===== src/rtl/tcw_pkg.sv =====
// Shared types, constants and tables for the text console writer.
package tcw_pkg;

  localparam int COLS     = 80;
  localparam int ROWS     = 25;
  localparam int TAB_STOP = 8;

  localparam int CELLS  = COLS * ROWS;
  localparam int ADDR_W = $clog2(CELLS);
  // widest linear index: row 31, column 255 (put) or 127 (read)
  localparam int LIN_W  = $clog2(31 * COLS + 255 + 1);

  localparam int QDEPTH = 2;
  localparam int QPTR_W = $clog2(QDEPTH);

  localparam logic [7:0] CH_NEWLINE = 8'd10;
  localparam logic [7:0] CH_TAB     = 8'd9;
  localparam logic [7:0] CH_SPACE   = 8'd32;
  localparam logic [7:0] CH_NULL    = 8'd0;

  localparam int CFG_IDX_W = 1;
  localparam logic [CFG_IDX_W-1:0] REG_FG_COLOR = 1'b0;
  localparam logic [CFG_IDX_W-1:0] REG_BG_COLOR = 1'b1;

  typedef enum logic [1:0] {
    ACT_PUT   = 2'd0,
    ACT_SET   = 2'd1,
    ACT_CLEAR = 2'd2,
    ACT_READ  = 2'd3
  } action_t;

  typedef enum logic [2:0] {
    OP_NOP,
    OP_NEWLINE,
    OP_TAB,
    OP_PUT,
    OP_SET,
    OP_CLEAR,
    OP_READ
  } op_t;

  typedef enum logic [2:0] {
    BK_INIT,
    BK_IDLE,
    BK_SCROLL,
    BK_ZERO,
    BK_EXEC,
    BK_CLEAR,
    BK_RESP
  } bk_state_t;

  typedef struct packed {
    action_t     action;
    logic [7:0]  char_code;
    logic [6:0]  col;
    logic [4:0]  row;
    logic [3:0]  fill_color;
  } in_item_t;

  typedef struct packed {
    logic [15:0] cell_word;
    logic [7:0]  cursor_col;
    logic [4:0]  cursor_row;
  } out_item_t;

  typedef struct packed {
    op_t               op;
    logic [7:0]        char_code;
    logic [6:0]        col;
    logic [4:0]        row;
    logic [3:0]        fill_color;
    logic [ADDR_W-1:0] rd_addr;
    logic              rd_ok;
  } cmd_t;

  typedef struct packed {
    logic full;
    logic empty;
  } q_status_t;

  typedef struct packed {
    logic [3:0] fg_color;
    logic [3:0] bg_color;
  } color_cfg_t;

  // next tab stop for every column value, saturating at 255
  typedef logic [255:0][7:0] tab_tbl_t;

  function automatic tab_tbl_t build_tab_tbl();
    tab_tbl_t t;
    int       s;
    for (int i = 0; i < 256; i++) begin
      s = i + TAB_STOP - (i % TAB_STOP);
      t[i] = (s > 255) ? 8'd255 : 8'(s);
    end
    return t;
  endfunction

  localparam tab_tbl_t TAB_TBL = build_tab_tbl();

endpackage


===== src/rtl/tcw_front.sv =====
// Front end: takes commands, classifies them and computes read addresses.
module tcw_front import tcw_pkg::*; (
  input  logic     start,
  input  in_item_t in_data,
  input  logic     q_full,
  input  logic     init_busy,
  output logic     busy,
  output logic     push,
  output cmd_t     push_cmd
);

  logic [LIN_W-1:0] rd_lin;
  op_t              op;

  assign busy = q_full | init_busy;
  assign push = start & ~busy;

  assign rd_lin = LIN_W'(in_data.row) * LIN_W'(COLS) + LIN_W'(in_data.col);

  always_comb begin
    case (in_data.action)
      ACT_PUT: begin
        if (in_data.char_code == CH_NULL) begin
          op = OP_NOP;
        end else if (in_data.char_code == CH_NEWLINE) begin
          op = OP_NEWLINE;
        end else if (in_data.char_code == CH_TAB) begin
          op = OP_TAB;
        end else begin
          op = OP_PUT;
        end
      end
      ACT_SET:   op = OP_SET;
      ACT_CLEAR: op = OP_CLEAR;
      ACT_READ:  op = OP_READ;
      default:   op = OP_NOP;
    endcase
  end

  always_comb begin
    push_cmd.op         = op;
    push_cmd.char_code  = in_data.char_code;
    push_cmd.col        = in_data.col;
    push_cmd.row        = in_data.row;
    push_cmd.fill_color = in_data.fill_color;
    push_cmd.rd_addr    = rd_lin[ADDR_W-1:0];
    push_cmd.rd_ok      = (rd_lin < LIN_W'(CELLS));
  end

endmodule


===== config.mk =====
export PLATFORM = sky130hd
export DESIGN_NAME = tcw_front
export DESIGN_NICKNAME = d
export VERILOG_FILES = /design/src/rtl/tcw_pkg.sv /design/src/rtl/tcw_front.sv
export SDC_FILE = /design/constraint.sdc
export NUM_CORES = 1
export LEC_CHECK = 0
export ABC_AREA = 1
export BUFFER_PORTS_ARGS = -buffer_cell sky130_fd_sc_hd__buf_2
export CAP_MARGIN = 20
export CORE_AREA = 4 4 48 50
export DETAILED_ROUTE_END_ITERATION = 16
export DIE_AREA = 0 0 52 54
export PLACE_DENSITY_LB_ADDON = 0.25
export SLEW_MARGIN = 10
export SYNTH_ARGS = -nofsm -noshare
export SYNTH_HDL_FRONTEND = slang
export SYNTH_SLANG_ARGS = --single-unit
export TNS_END_PERCENT = 5

===== constraint.sdc =====
create_clock -name vclk -period 5.1
set_input_delay 0.255 -clock vclk [all_inputs]
set_output_delay 0.255 -clock vclk [all_outputs]
set_load 0.005 [all_outputs]

Word-level counts from Yosys, hierarchy flattened. Index checks and enable logic that the tools add are counted.

Bits in registers: 0. Word-level logic and storage cells: 17. Bits of input ports: 29. Output and inout port bits: 41.

Equal/unequal tests: 5. Mux-type cells: 4. Order comparisons: 1. Add/sub/neg operators: 1. Multipliers: 1. Reductions and logical operators: 2. Bitwise gates (word level): 3.

Operators by type and width (count): $eq A8 B4 Y1 const B (2); $add A12 B7 Y12 (1); $lt A12 B11 Y1 const B (1); $pmux W3 S4 (1); $logic_not A8 Y1 (1); $mul A5 B3 Y8 const B (1); $eq A2 B2 Y1 const B (2); $mux W2 (2); $eq A2 B1 Y1 const B (1); $logic_not A2 Y1 (1); $and A1 B1 Y1 (1); $mux W1 (1); $not A1 Y1 (1); $or A1 B1 Y1 (1).

Logic depth before layout (Yosys ltp).
Depth after elaboration: 5. Mapped depth: 13. Mapped depth without buffers: 13.

Worst setup path before layout. No wires, ideal clock.

Path kind: input to output. From: input in_data[5] (netlist name). To: output push_cmd[0] (netlist name). Stages: 13. Required time: 4.845 ns. Path buffers: 0. Arrival time: 1.874 ns. Path slack: 2.971 ns. Path through: ha_1 > ha_1 > fa_1 > nand2_2 > nor2_2 > nand2_2 > nand2_2 > nand2_2 > nand2_2 > inv_2 > nand2_2 > nor2_2 > nor2_2.

RTL lines: start: declaration (RTL line tcw_front.sv:4) `input in_item_t in_data,`; end: declaration (RTL line tcw_front.sv:9) `output cmd_t push_cmd`.

==> flow_summary.toml <==
[job]
cap_violations = 0

[global_route]
first_global_vias = 643
grt_use_total = 0.111
antenna_found_initial = 0
gr-total-overflow = 0
grt_pass1_wl_mm = 2.50
grt_max_degree = 7

[setup_path]
crit_start = "in_data[5]"
critPathArrivalTime_ps = 2200
worstSetupPathType = "in -> out"
end_kind = "primary output"
worstPathRequired_ps = 4850
critPathMaxFanout = 4
worstSetupStartpointType = "input port"
cp-endpoint = "push_cmd[0]"

[floorplanning]
io_pins = 70
num_rows = 16
die_y_um = 54
die_w_um = 52
die_area_sq_um = 2810
initial_core_util = 0.401
core-area_sq_um = 1900

[worst_hold_path]
hold_class = "in -> out"

[synth]
netlist_area_sq_um = 763
syn_avg_cell_area_sq_um = 6.11
yosysSeqAreaShare = 0
synth.distinct_cells = 18
syn_nets = 165
ys.warnings.count = 0
netlist_instances = 125

[sta]
tightest_slew_ps = 235
fin_setup_tns_ps = 0
relSlewSlack = 0.842
post-route-period-util = 0.481
rsz0062_at_grt = "no"
hold_ws_ps = 510
post-route-min-period_ps = 2450
maxSlewViolCount = 0
final-hold-violation-count = 0
setup-violations-final = 0
fmax_mhz = 408

[final_layout]
clkbuf_count = 0
n_sequential_cell = 0
fin_util = 0.440
areaGrowthSynthToFinish_pct = 9.67
drive_above_1_share = 0.456
fin_nets = 189
final_cell_mix = "50 x buf_2, 26 x nand2_1, 15 x inv_1"
fillCellCount = 215
regArea_sq_um = 0
final_common_cell = "buf_2"
n_antenna_cell = 0

[drt]
first_pass_iters = 4
drtIter0Drc = 5
vias = 761
viasPerCell = 4.37
wl_per_cell_um = 9.61
drcViolationCount = 0
wl_mm = 1.67
antenna_left = 0

[clock_tree]
hold_buffers = 0
cts-resized-gates = 0
postCtsSetupBuffers = 0

[placed_design]
dp_hpwl_mm = 1.51
io_buffers = 50
gp_routability_congestion = 0.789

[power_and_ir_drop]
vdd_drop_max_mv = 0.0593
powerDensity_nw_per_um2 = 128
p_leak_nw = 0.536

[outcome]
outcome = "complete, no violations"
==> how the worst min path moves through the flow <==
stage,from,end,slack [ps],cells after the start
after global routing,in_data[2],push_cmd[14],510,0
final,in_data[0],push_cmd[12],510,0
after detailed placement,in_data[0],push_cmd[12],510,0
after CTS,in_data[0],push_cmd[12],510,0
after global placement,in_data[0],push_cmd[12],510,0
after floorplan,in_data[24],push_cmd[36],540,1
==> cell usage after synthesis <==
library cell / count / area, sq um
nand2_2: 8 / 50.1
nor2_1: 10 / 37.5
nand3_1: 10 / 50.1
o21ai_0: 2 / 10.0
fa_1: 2 / 40.0
nor4_1: 1 / 6.26
nand2_1: 26 / 97.6
nor2_4: 1 / 11.3
buf_4: 28 / 210
nor2_2: 4 / 25.0
ha_1: 9 / 113
xnor2_1: 2 / 17.5
a21oi_1: 2 / 10.0
nor3_1: 1 / 5.00
or2_2: 1 / 6.26
inv_1: 15 / 56.3
nand3_2: 1 / 10.0
inv_2: 2 / 7.51
==> worst max-delay path: stages <==
cell and delay, ps:
buf_2 130, ha_1 290, ha_1 220, fa_1 580, nand2_2 90, nor2_2 90, nand2_2 60, nand3_1 80
nand2_2 60, inv_2 50, nand2_2 40, nor2_2 80, nor2_2 30, buf_2 110
==> routing by layer <==
layer  vias up  part of all wire  global-route usage
met5         -                 0                   0
met3         0             0.094              0.0111
li1        405                 -                   -
met1       323              0.39               0.122
met2        33              0.51               0.238
met4         0                 0                   0
==> stage by stage <==
step	std cells	worst slack [ps]	area, sq um	power, mW
2_1_floorplan	125	2970	763	0.0838
3_3_place_gp	174	2680	837	0.107
3_5_place_dp	174	2630	837	0.108
4_1_cts	174	2620	837	0.109
5_1_grt	174	2520	837	0.121
6_report	174	2650	837	0.107
==> layout make-up <==
| class | instances | area (sq um) | share of cell area |
|---|---|---|---|
| multi-input cells | 80 | 489 | 0.584 |
| repair buffers | 50 | 250 | 0.299 |
| inverters | 17 | 63.8 | 0.0762 |
| well taps | 27 | 33.8 | 0.0404 |
==> logic make-up after synthesis <==
logic type,synth area share
and+or+nand+nor,0.392
AOI/OAI and AO/OA,0.0262
adders and majority gates,0.200
buffers and inverters,0.359
xor gates and xnor gates,0.0230
==> power breakdown <==
group / switching (mW) / internal, mW / total (mW)
Sequential: 0 / 0 / 0
Clock: 0 / 0 / 0
Combinational: 0.0595 / 0.0474 / 0.107
(Power assumes the default switching activity.)
