## src/rtl/tcw_pkg.sv

```systemverilog
// Shared types, constants and tables for the text console writer.
package tcw_pkg;

  localparam int COLS     = 80;
  localparam int ROWS     = 25;
  localparam int TAB_STOP = 8;

  localparam int CELLS  = COLS * ROWS;
  localparam int ADDR_W = $clog2(CELLS);
  // widest linear index: row 31, column 255 (put) or 127 (read)
  localparam int LIN_W  = $clog2(31 * COLS + 255 + 1);

  localparam int QDEPTH = 2;
  localparam int QPTR_W = $clog2(QDEPTH);

  localparam logic [7:0] CH_NEWLINE = 8'd10;
  localparam logic [7:0] CH_TAB     = 8'd9;
  localparam logic [7:0] CH_SPACE   = 8'd32;
  localparam logic [7:0] CH_NULL    = 8'd0;

  localparam int CFG_IDX_W = 1;
  localparam logic [CFG_IDX_W-1:0] REG_FG_COLOR = 1'b0;
  localparam logic [CFG_IDX_W-1:0] REG_BG_COLOR = 1'b1;

  typedef enum logic [1:0] {
    ACT_PUT   = 2'd0,
    ACT_SET   = 2'd1,
    ACT_CLEAR = 2'd2,
    ACT_READ  = 2'd3
  } action_t;

  typedef enum logic [2:0] {
    OP_NOP,
    OP_NEWLINE,
    OP_TAB,
    OP_PUT,
    OP_SET,
    OP_CLEAR,
    OP_READ
  } op_t;

  typedef enum logic [2:0] {
    BK_INIT,
    BK_IDLE,
    BK_SCROLL,
    BK_ZERO,
    BK_EXEC,
    BK_CLEAR,
    BK_RESP
  } bk_state_t;

  typedef struct packed {
    action_t     action;
    logic [7:0]  char_code;
    logic [6:0]  col;
    logic [4:0]  row;
    logic [3:0]  fill_color;
  } in_item_t;

  typedef struct packed {
    logic [15:0] cell_word;
    logic [7:0]  cursor_col;
    logic [4:0]  cursor_row;
  } out_item_t;

  typedef struct packed {
    op_t               op;
    logic [7:0]        char_code;
    logic [6:0]        col;
    logic [4:0]        row;
    logic [3:0]        fill_color;
    logic [ADDR_W-1:0] rd_addr;
    logic              rd_ok;
  } cmd_t;

  typedef struct packed {
    logic full;
    logic empty;
  } q_status_t;

  typedef struct packed {
    logic [3:0] fg_color;
    logic [3:0] bg_color;
  } color_cfg_t;

  // next tab stop for every column value, saturating at 255
  typedef logic [255:0][7:0] tab_tbl_t;

  function automatic tab_tbl_t build_tab_tbl();
    tab_tbl_t t;
    int       s;
    for (int i = 0; i < 256; i++) begin
      s = i + TAB_STOP - (i % TAB_STOP);
      t[i] = (s > 255) ? 8'd255 : 8'(s);
    end
    return t;
  endfunction

  localparam tab_tbl_t TAB_TBL = build_tab_tbl();

endpackage

```

## src/rtl/tcw_queue.sv

```systemverilog
// Short command queue between front and back end.
module tcw_queue import tcw_pkg::*; (
  input  logic      clk,
  input  logic      rst_n,
  input  logic      push,
  input  cmd_t      push_cmd,
  input  logic      pop,
  output cmd_t      head,
  output q_status_t status
);

  cmd_t              slots_r [QDEPTH];
  logic [QPTR_W-1:0] wptr_r, wptr_nxt;
  logic [QPTR_W-1:0] rptr_r, rptr_nxt;
  logic [QPTR_W:0]   count_r, count_nxt;

  assign head         = slots_r[rptr_r];
  assign status.full  = (count_r == (QPTR_W+1)'(QDEPTH));
  assign status.empty = (count_r == '0);

  always_comb begin
    wptr_nxt  = push ? wptr_r + 1'b1 : wptr_r;
    rptr_nxt  = pop ? rptr_r + 1'b1 : rptr_r;
    count_nxt = count_r;
    if (push && !pop) begin
      count_nxt = count_r + 1'b1;
    end else if (pop && !push) begin
      count_nxt = count_r - 1'b1;
    end
  end

  always_ff @(posedge clk) begin
    if (!rst_n) begin
      wptr_r  <= '0;
      rptr_r  <= '0;
      count_r <= '0;
    end else begin
      wptr_r  <= wptr_nxt;
      rptr_r  <= rptr_nxt;
      count_r <= count_nxt;
    end
  end

  always_ff @(posedge clk) begin
    if (push) begin
      slots_r[wptr_r] <= push_cmd;
    end
  end

endmodule

```

## config.mk

```make
export PLATFORM = sky130hd
export DESIGN_NAME = tcw_queue
export DESIGN_NICKNAME = d
export VERILOG_FILES = /design/src/rtl/tcw_pkg.sv /design/src/rtl/tcw_queue.sv
export SDC_FILE = /design/constraint.sdc
export NUM_CORES = 1
export LEC_CHECK = 0
export ABC_AREA = 1
export BUFFER_PORTS_ARGS = -buffer_cell sky130_fd_sc_hd__buf_2
export CAP_MARGIN = 10
export CORE_ASPECT_RATIO = 0.5
export CORE_MARGIN = 10
export CORE_UTILIZATION = 46
export DETAILED_ROUTE_END_ITERATION = 10
export GPL_TIMING_DRIVEN = 0
export PLACE_DENSITY = 0.74
export SETUP_SLACK_MARGIN = 0.1
export SYNTH_ARGS = -nofsm -noshare
export SYNTH_HDL_FRONTEND = slang
export SYNTH_SLANG_ARGS = --single-unit
```

## constraint.sdc

```tcl
create_clock -name clk -period 2.6 [get_ports clk]
set_input_delay 0.26 -clock clk [delete_from_list [all_inputs] [get_ports clk]]
set_output_delay 0.26 -clock clk [all_outputs]
set_load 0.02 [all_outputs]
```

# Word level (Yosys, flattened, before mapping)
# Memory sizes are Yosys's and may differ from the RTL's. A register that Yosys moved wholly into a read port is not among the register bits.
# Cells that the tools add are included.
# word_totals
regBits,4
ramBits,78
inputBits,43
output_inout_bits,41
wordCells,21
n_memories,1
# classes
n_addsub,4
n_eq_ne,1
n_mux,6
n_reduce_logical,6
# memory_table
name,depth,width,rd,rd_ports_with_merged_regs,wr,line_no,source
slots_r,2,39,1,1,1,tcw_queue.sv:12,cmd_t slots_r [QDEPTH];
# op_table
operator,n
1-bit 2-to-1 mux,4
2-bit 2-to-1 mux,2
"1-bit adder, second input constant",2
"2-bit by 1-bit adder with 2-bit output, second input constant",1
"2-bit equality test, second input constant",1
1-bit logical AND,2
1-bit logical NOT,2
2-bit logical NOT,1
2-bit nonzero test,1
"2-bit by 1-bit subtractor with 2-bit output, second input constant",1

# Logic depth before layout (Yosys ltp)
# depth
word_depth,4
depth_mapped,8
depth_no_buf,8

# Worst setup path before layout
# Ideal clock, no wire load.
# synth_path
path_kind,flip-flop to flip-flop
start,register wptr_r
end,memory slots_r[0][0] (netlist name) (enable)
setup_time_ns,0.436
arrival_time_ns,1.965
required_ns,2.164
path_slack_ns,0.199
stages_incl_launch_ff,2
n_path_buf,0
period_less_slack_ns,2.401
path_cell_list,dfxtp_1 -> nor2_1
# synth_lines
item,line_no,source
"start, declared",tcw_queue.sv:13,"logic [QPTR_W-1:0] wptr_r, wptr_nxt;"
"start signal, assigned",tcw_queue.sv:38,wptr_r <= wptr_nxt;
"end, declared",tcw_queue.sv:12,
# No word-level cell before the write port.

==> impl_metrics.csv <==
group,metric,value,unit
outcome,outcome,"completed",
cells_and_area,area.growth.synth_to_final,27.1,%
routing,drc,0,
timing,min_period,1.76,ns
placed_design,pre_cts_slack,1.05,ns
global_route,grt_usage,0.108,
logic_synthesis,synth_area,3090,um2
setup_path,rr_worst_depth,2,
logic_synthesis,yosys_warnings,0,
clocking,cts_sinks,83,
logic_synthesis,synth_cell_types,15,
die,coreArea,6280,um2
setup_path,worst-setup-path-type,"register to output port",
logic_synthesis,synth_top_area_frac,0.759,
timing,skew,0.00375,ns
routing,drtPass1Iterations,4,
global_route,gr-usage-met1,0.0941,
setup_path,start_kind,"register",
power_and_ir_drop,p_total,0.00309,W
placed_design,place_area,3640,um2
setup_path,regToRegStartpoint,"wptr_r",
routing,routedWlPerCell,16.2,um
routing,vias_per_cell,4.61,
setup_path,cp_max_fo,10,
logic_synthesis,syn-instance-count,156,
timing,min_period_over_period,0.677,
routing,drt_iter0_markers,80,
die,rows,20,
routing,ant_nets,0,
placed_design,port_buffers,83,
routing,vias,1587,
die,num_io_pins,84,
timing,slew_viol_final,0,
timing,worst-slew-pin-transition,0.853,ns
timing,rsz0062_at_grt,"no",
setup_path,cp-end-kind,"output port",
clocking,cts_tree,"done",
logic_synthesis,yosysSeqAreaShare,0.791,
timing,setup_ws,0.841,ns
cells_and_area,fin_area,3930,um2
global_route,grt_pass1_wl,8690,um
clocking,cts_resized,0,
clocking,cts_setup_buffers,0,
die,die_area,10600,um2
cells_and_area,antenna_cells,0,
power_and_ir_drop,powerDensity,788,nW/um2
global_route,antenna_found_initial,0,
global_route,grt_max_degree,40,
placed_design,gp_congestion,0.709,
setup_path,worstPathRequired,2.34,ns
placed_design,dp_hpwl,4030,um
cells_and_area,drive_gt1_frac,0.559,
logic_synthesis,synthTopCellsByArea,"edfxtp_1, mux2_2, mux2_4",
hold_path,hp-class,"input pin to register",
logic_synthesis,yosysTopAreaCell,"edfxtp_1",
cells_and_area,seqCellArea,2440,um2
clocking,cts.htree.levels,3,
setup_path,crit_arrival,1.50,ns
logic_synthesis,ys_ff_latch,83,
clocking,clock-root-buffer,"clkbuf_16",
setup_path,rr_endpoint,"slots_r[1][17]",
run,cap_violations,0,
timing,fmax,0.568,GHz
clocking,clkTransAtPathRegs,0.06,ns
cells_and_area,multi_input_area,582,um2
global_route,met2_usage,0.208,
cells_and_area,stdcell_count,344,
global_route,top_usage_layer,"met2",
routing,drt_wl_total,5560,um
setup_path,critical_path.endpoint,"head[15]",
logic_synthesis,synth_nets,200,
die,initial_core_util,0.492,
clocking,clk_path_buf_depth,2,
power_and_ir_drop,leakage,1.55,nW
die,die_height,77.9,um
clocking,clk_latency,0.33,ns
logic_synthesis,syn_area_per_cell,19.8,um2
timing,hold_violations,0,
power_and_ir_drop,vdd_ir_drop_max,0.000458,V
placed_design,dp.cells,328,
global_route,grt_pass1_vias,1801,
cells_and_area,fill_cells,482,
setup_path,rrSetupSlack,1.08,ns
clocking,cts_hold_buf,0,
cells_and_area,nNetsFinal,295,
timing,setup_violations,0,
global_route,overflow,0,
timing,relSlewSlack,0.431,
global_route,grtUsageMet3,0.0443,
die,die_w,136,um
clocking,numCtsBuffers,9,
timing,finalHoldWorstSlack,0.117,ns
worst min-delay path by stage:
stage                     endpoint  depth (start not counted)  slack (ns)         start
detailed placement  slots_r[0][34]                          1        0.45  push_cmd[34]
finish              slots_r[0][34]                          1        0.12  push_cmd[34]
global route        slots_r[0][24]                          1        0.11  push_cmd[24]
floorplan            slots_r[0][0]                          0        0.36   push_cmd[0]
global placement    slots_r[1][37]                          1        0.45  push_cmd[37]
CTS                  slots_r[0][2]                          1        0.10   push_cmd[2]
sequential cells by signal (all words and copies together) (netlist names), named ones only:
| name | count |
|---|---|
| slots_r | 78 |
| count_r | 2 |
| rptr_r | 1 |
| wptr_r | 1 |
placed cells by master, fill, tap and decap left out, types with 2 or more instances in the layout:
cell type   n
buf_2      83
buf_4       2
clkbuf_16   9
clkinv_2    3
dfxtp_1     5
edfxtp_1   78
inv_1       7
mux2_2     29
mux2_4     10
nand2_1     8
nor2_1      8
cells in the mapped netlist (all sizes together):
cell and number:
edfxtp 78, mux2 39, nor2 9, inv 8, nand2 8, dfxtp 5
buf 4, a21oi 1, ha 1, nand3 1, nand4 1, o21ai 1
cell type report:
class                           instances  area share
Sequential cell                        83       0.622
Multi-Input combinational cell         61       0.148
Tap cell                               88      0.0280
Buffer                                  4      0.0105
Timing Repair Buffer                   84       0.111
Inverter                                8     0.00765
Clock buffer                           10      0.0583
Clock inverter                          6      0.0143
layer usage:
layer	routed length [um]	vias to the layer above
li1	-	781
met1	1890	754
met2	3160	40
met3	392	12
met4	116	0
met5	0	-
where the power goes:
| group | total, W | switching, W | internal [W] |
|---|---|---|---|
| clock network | 0.00119 | 0.000459 | 0.000734 |
| registers | 0.00156 | 0.0000201 | 0.00154 |
| logic | 0.000338 | 0.000194 | 0.000144 |
logic make-up after synthesis:
group / count (synthesis) / synth area share
flops: 83 / 0.791
mux: 39 / 0.154
simple gates: 19 / 0.0243
buf+inv: 12 / 0.0231
compound gates: 2 / 0.00324
fa+ha+maj: 1 / 0.00405
worst max-delay path, stage by stage (launching register included):
cell,delay (ns)
dfxtp_1,0.36
buf_6,0.17
buf_8,0.17
mux2_4,0.30
buf_2,0.16
stage by stage:
step / util / TNS (ns)
after floorplan: - / 0
after detailed placement: 0.580 / 0
after global placement: 0.575 / -28.14
after global routing: 0.625 / 0
after CTS: 0.625 / 0
final: 0.625 / 0
No activity file was read; power rests on OpenSTA's default activity.
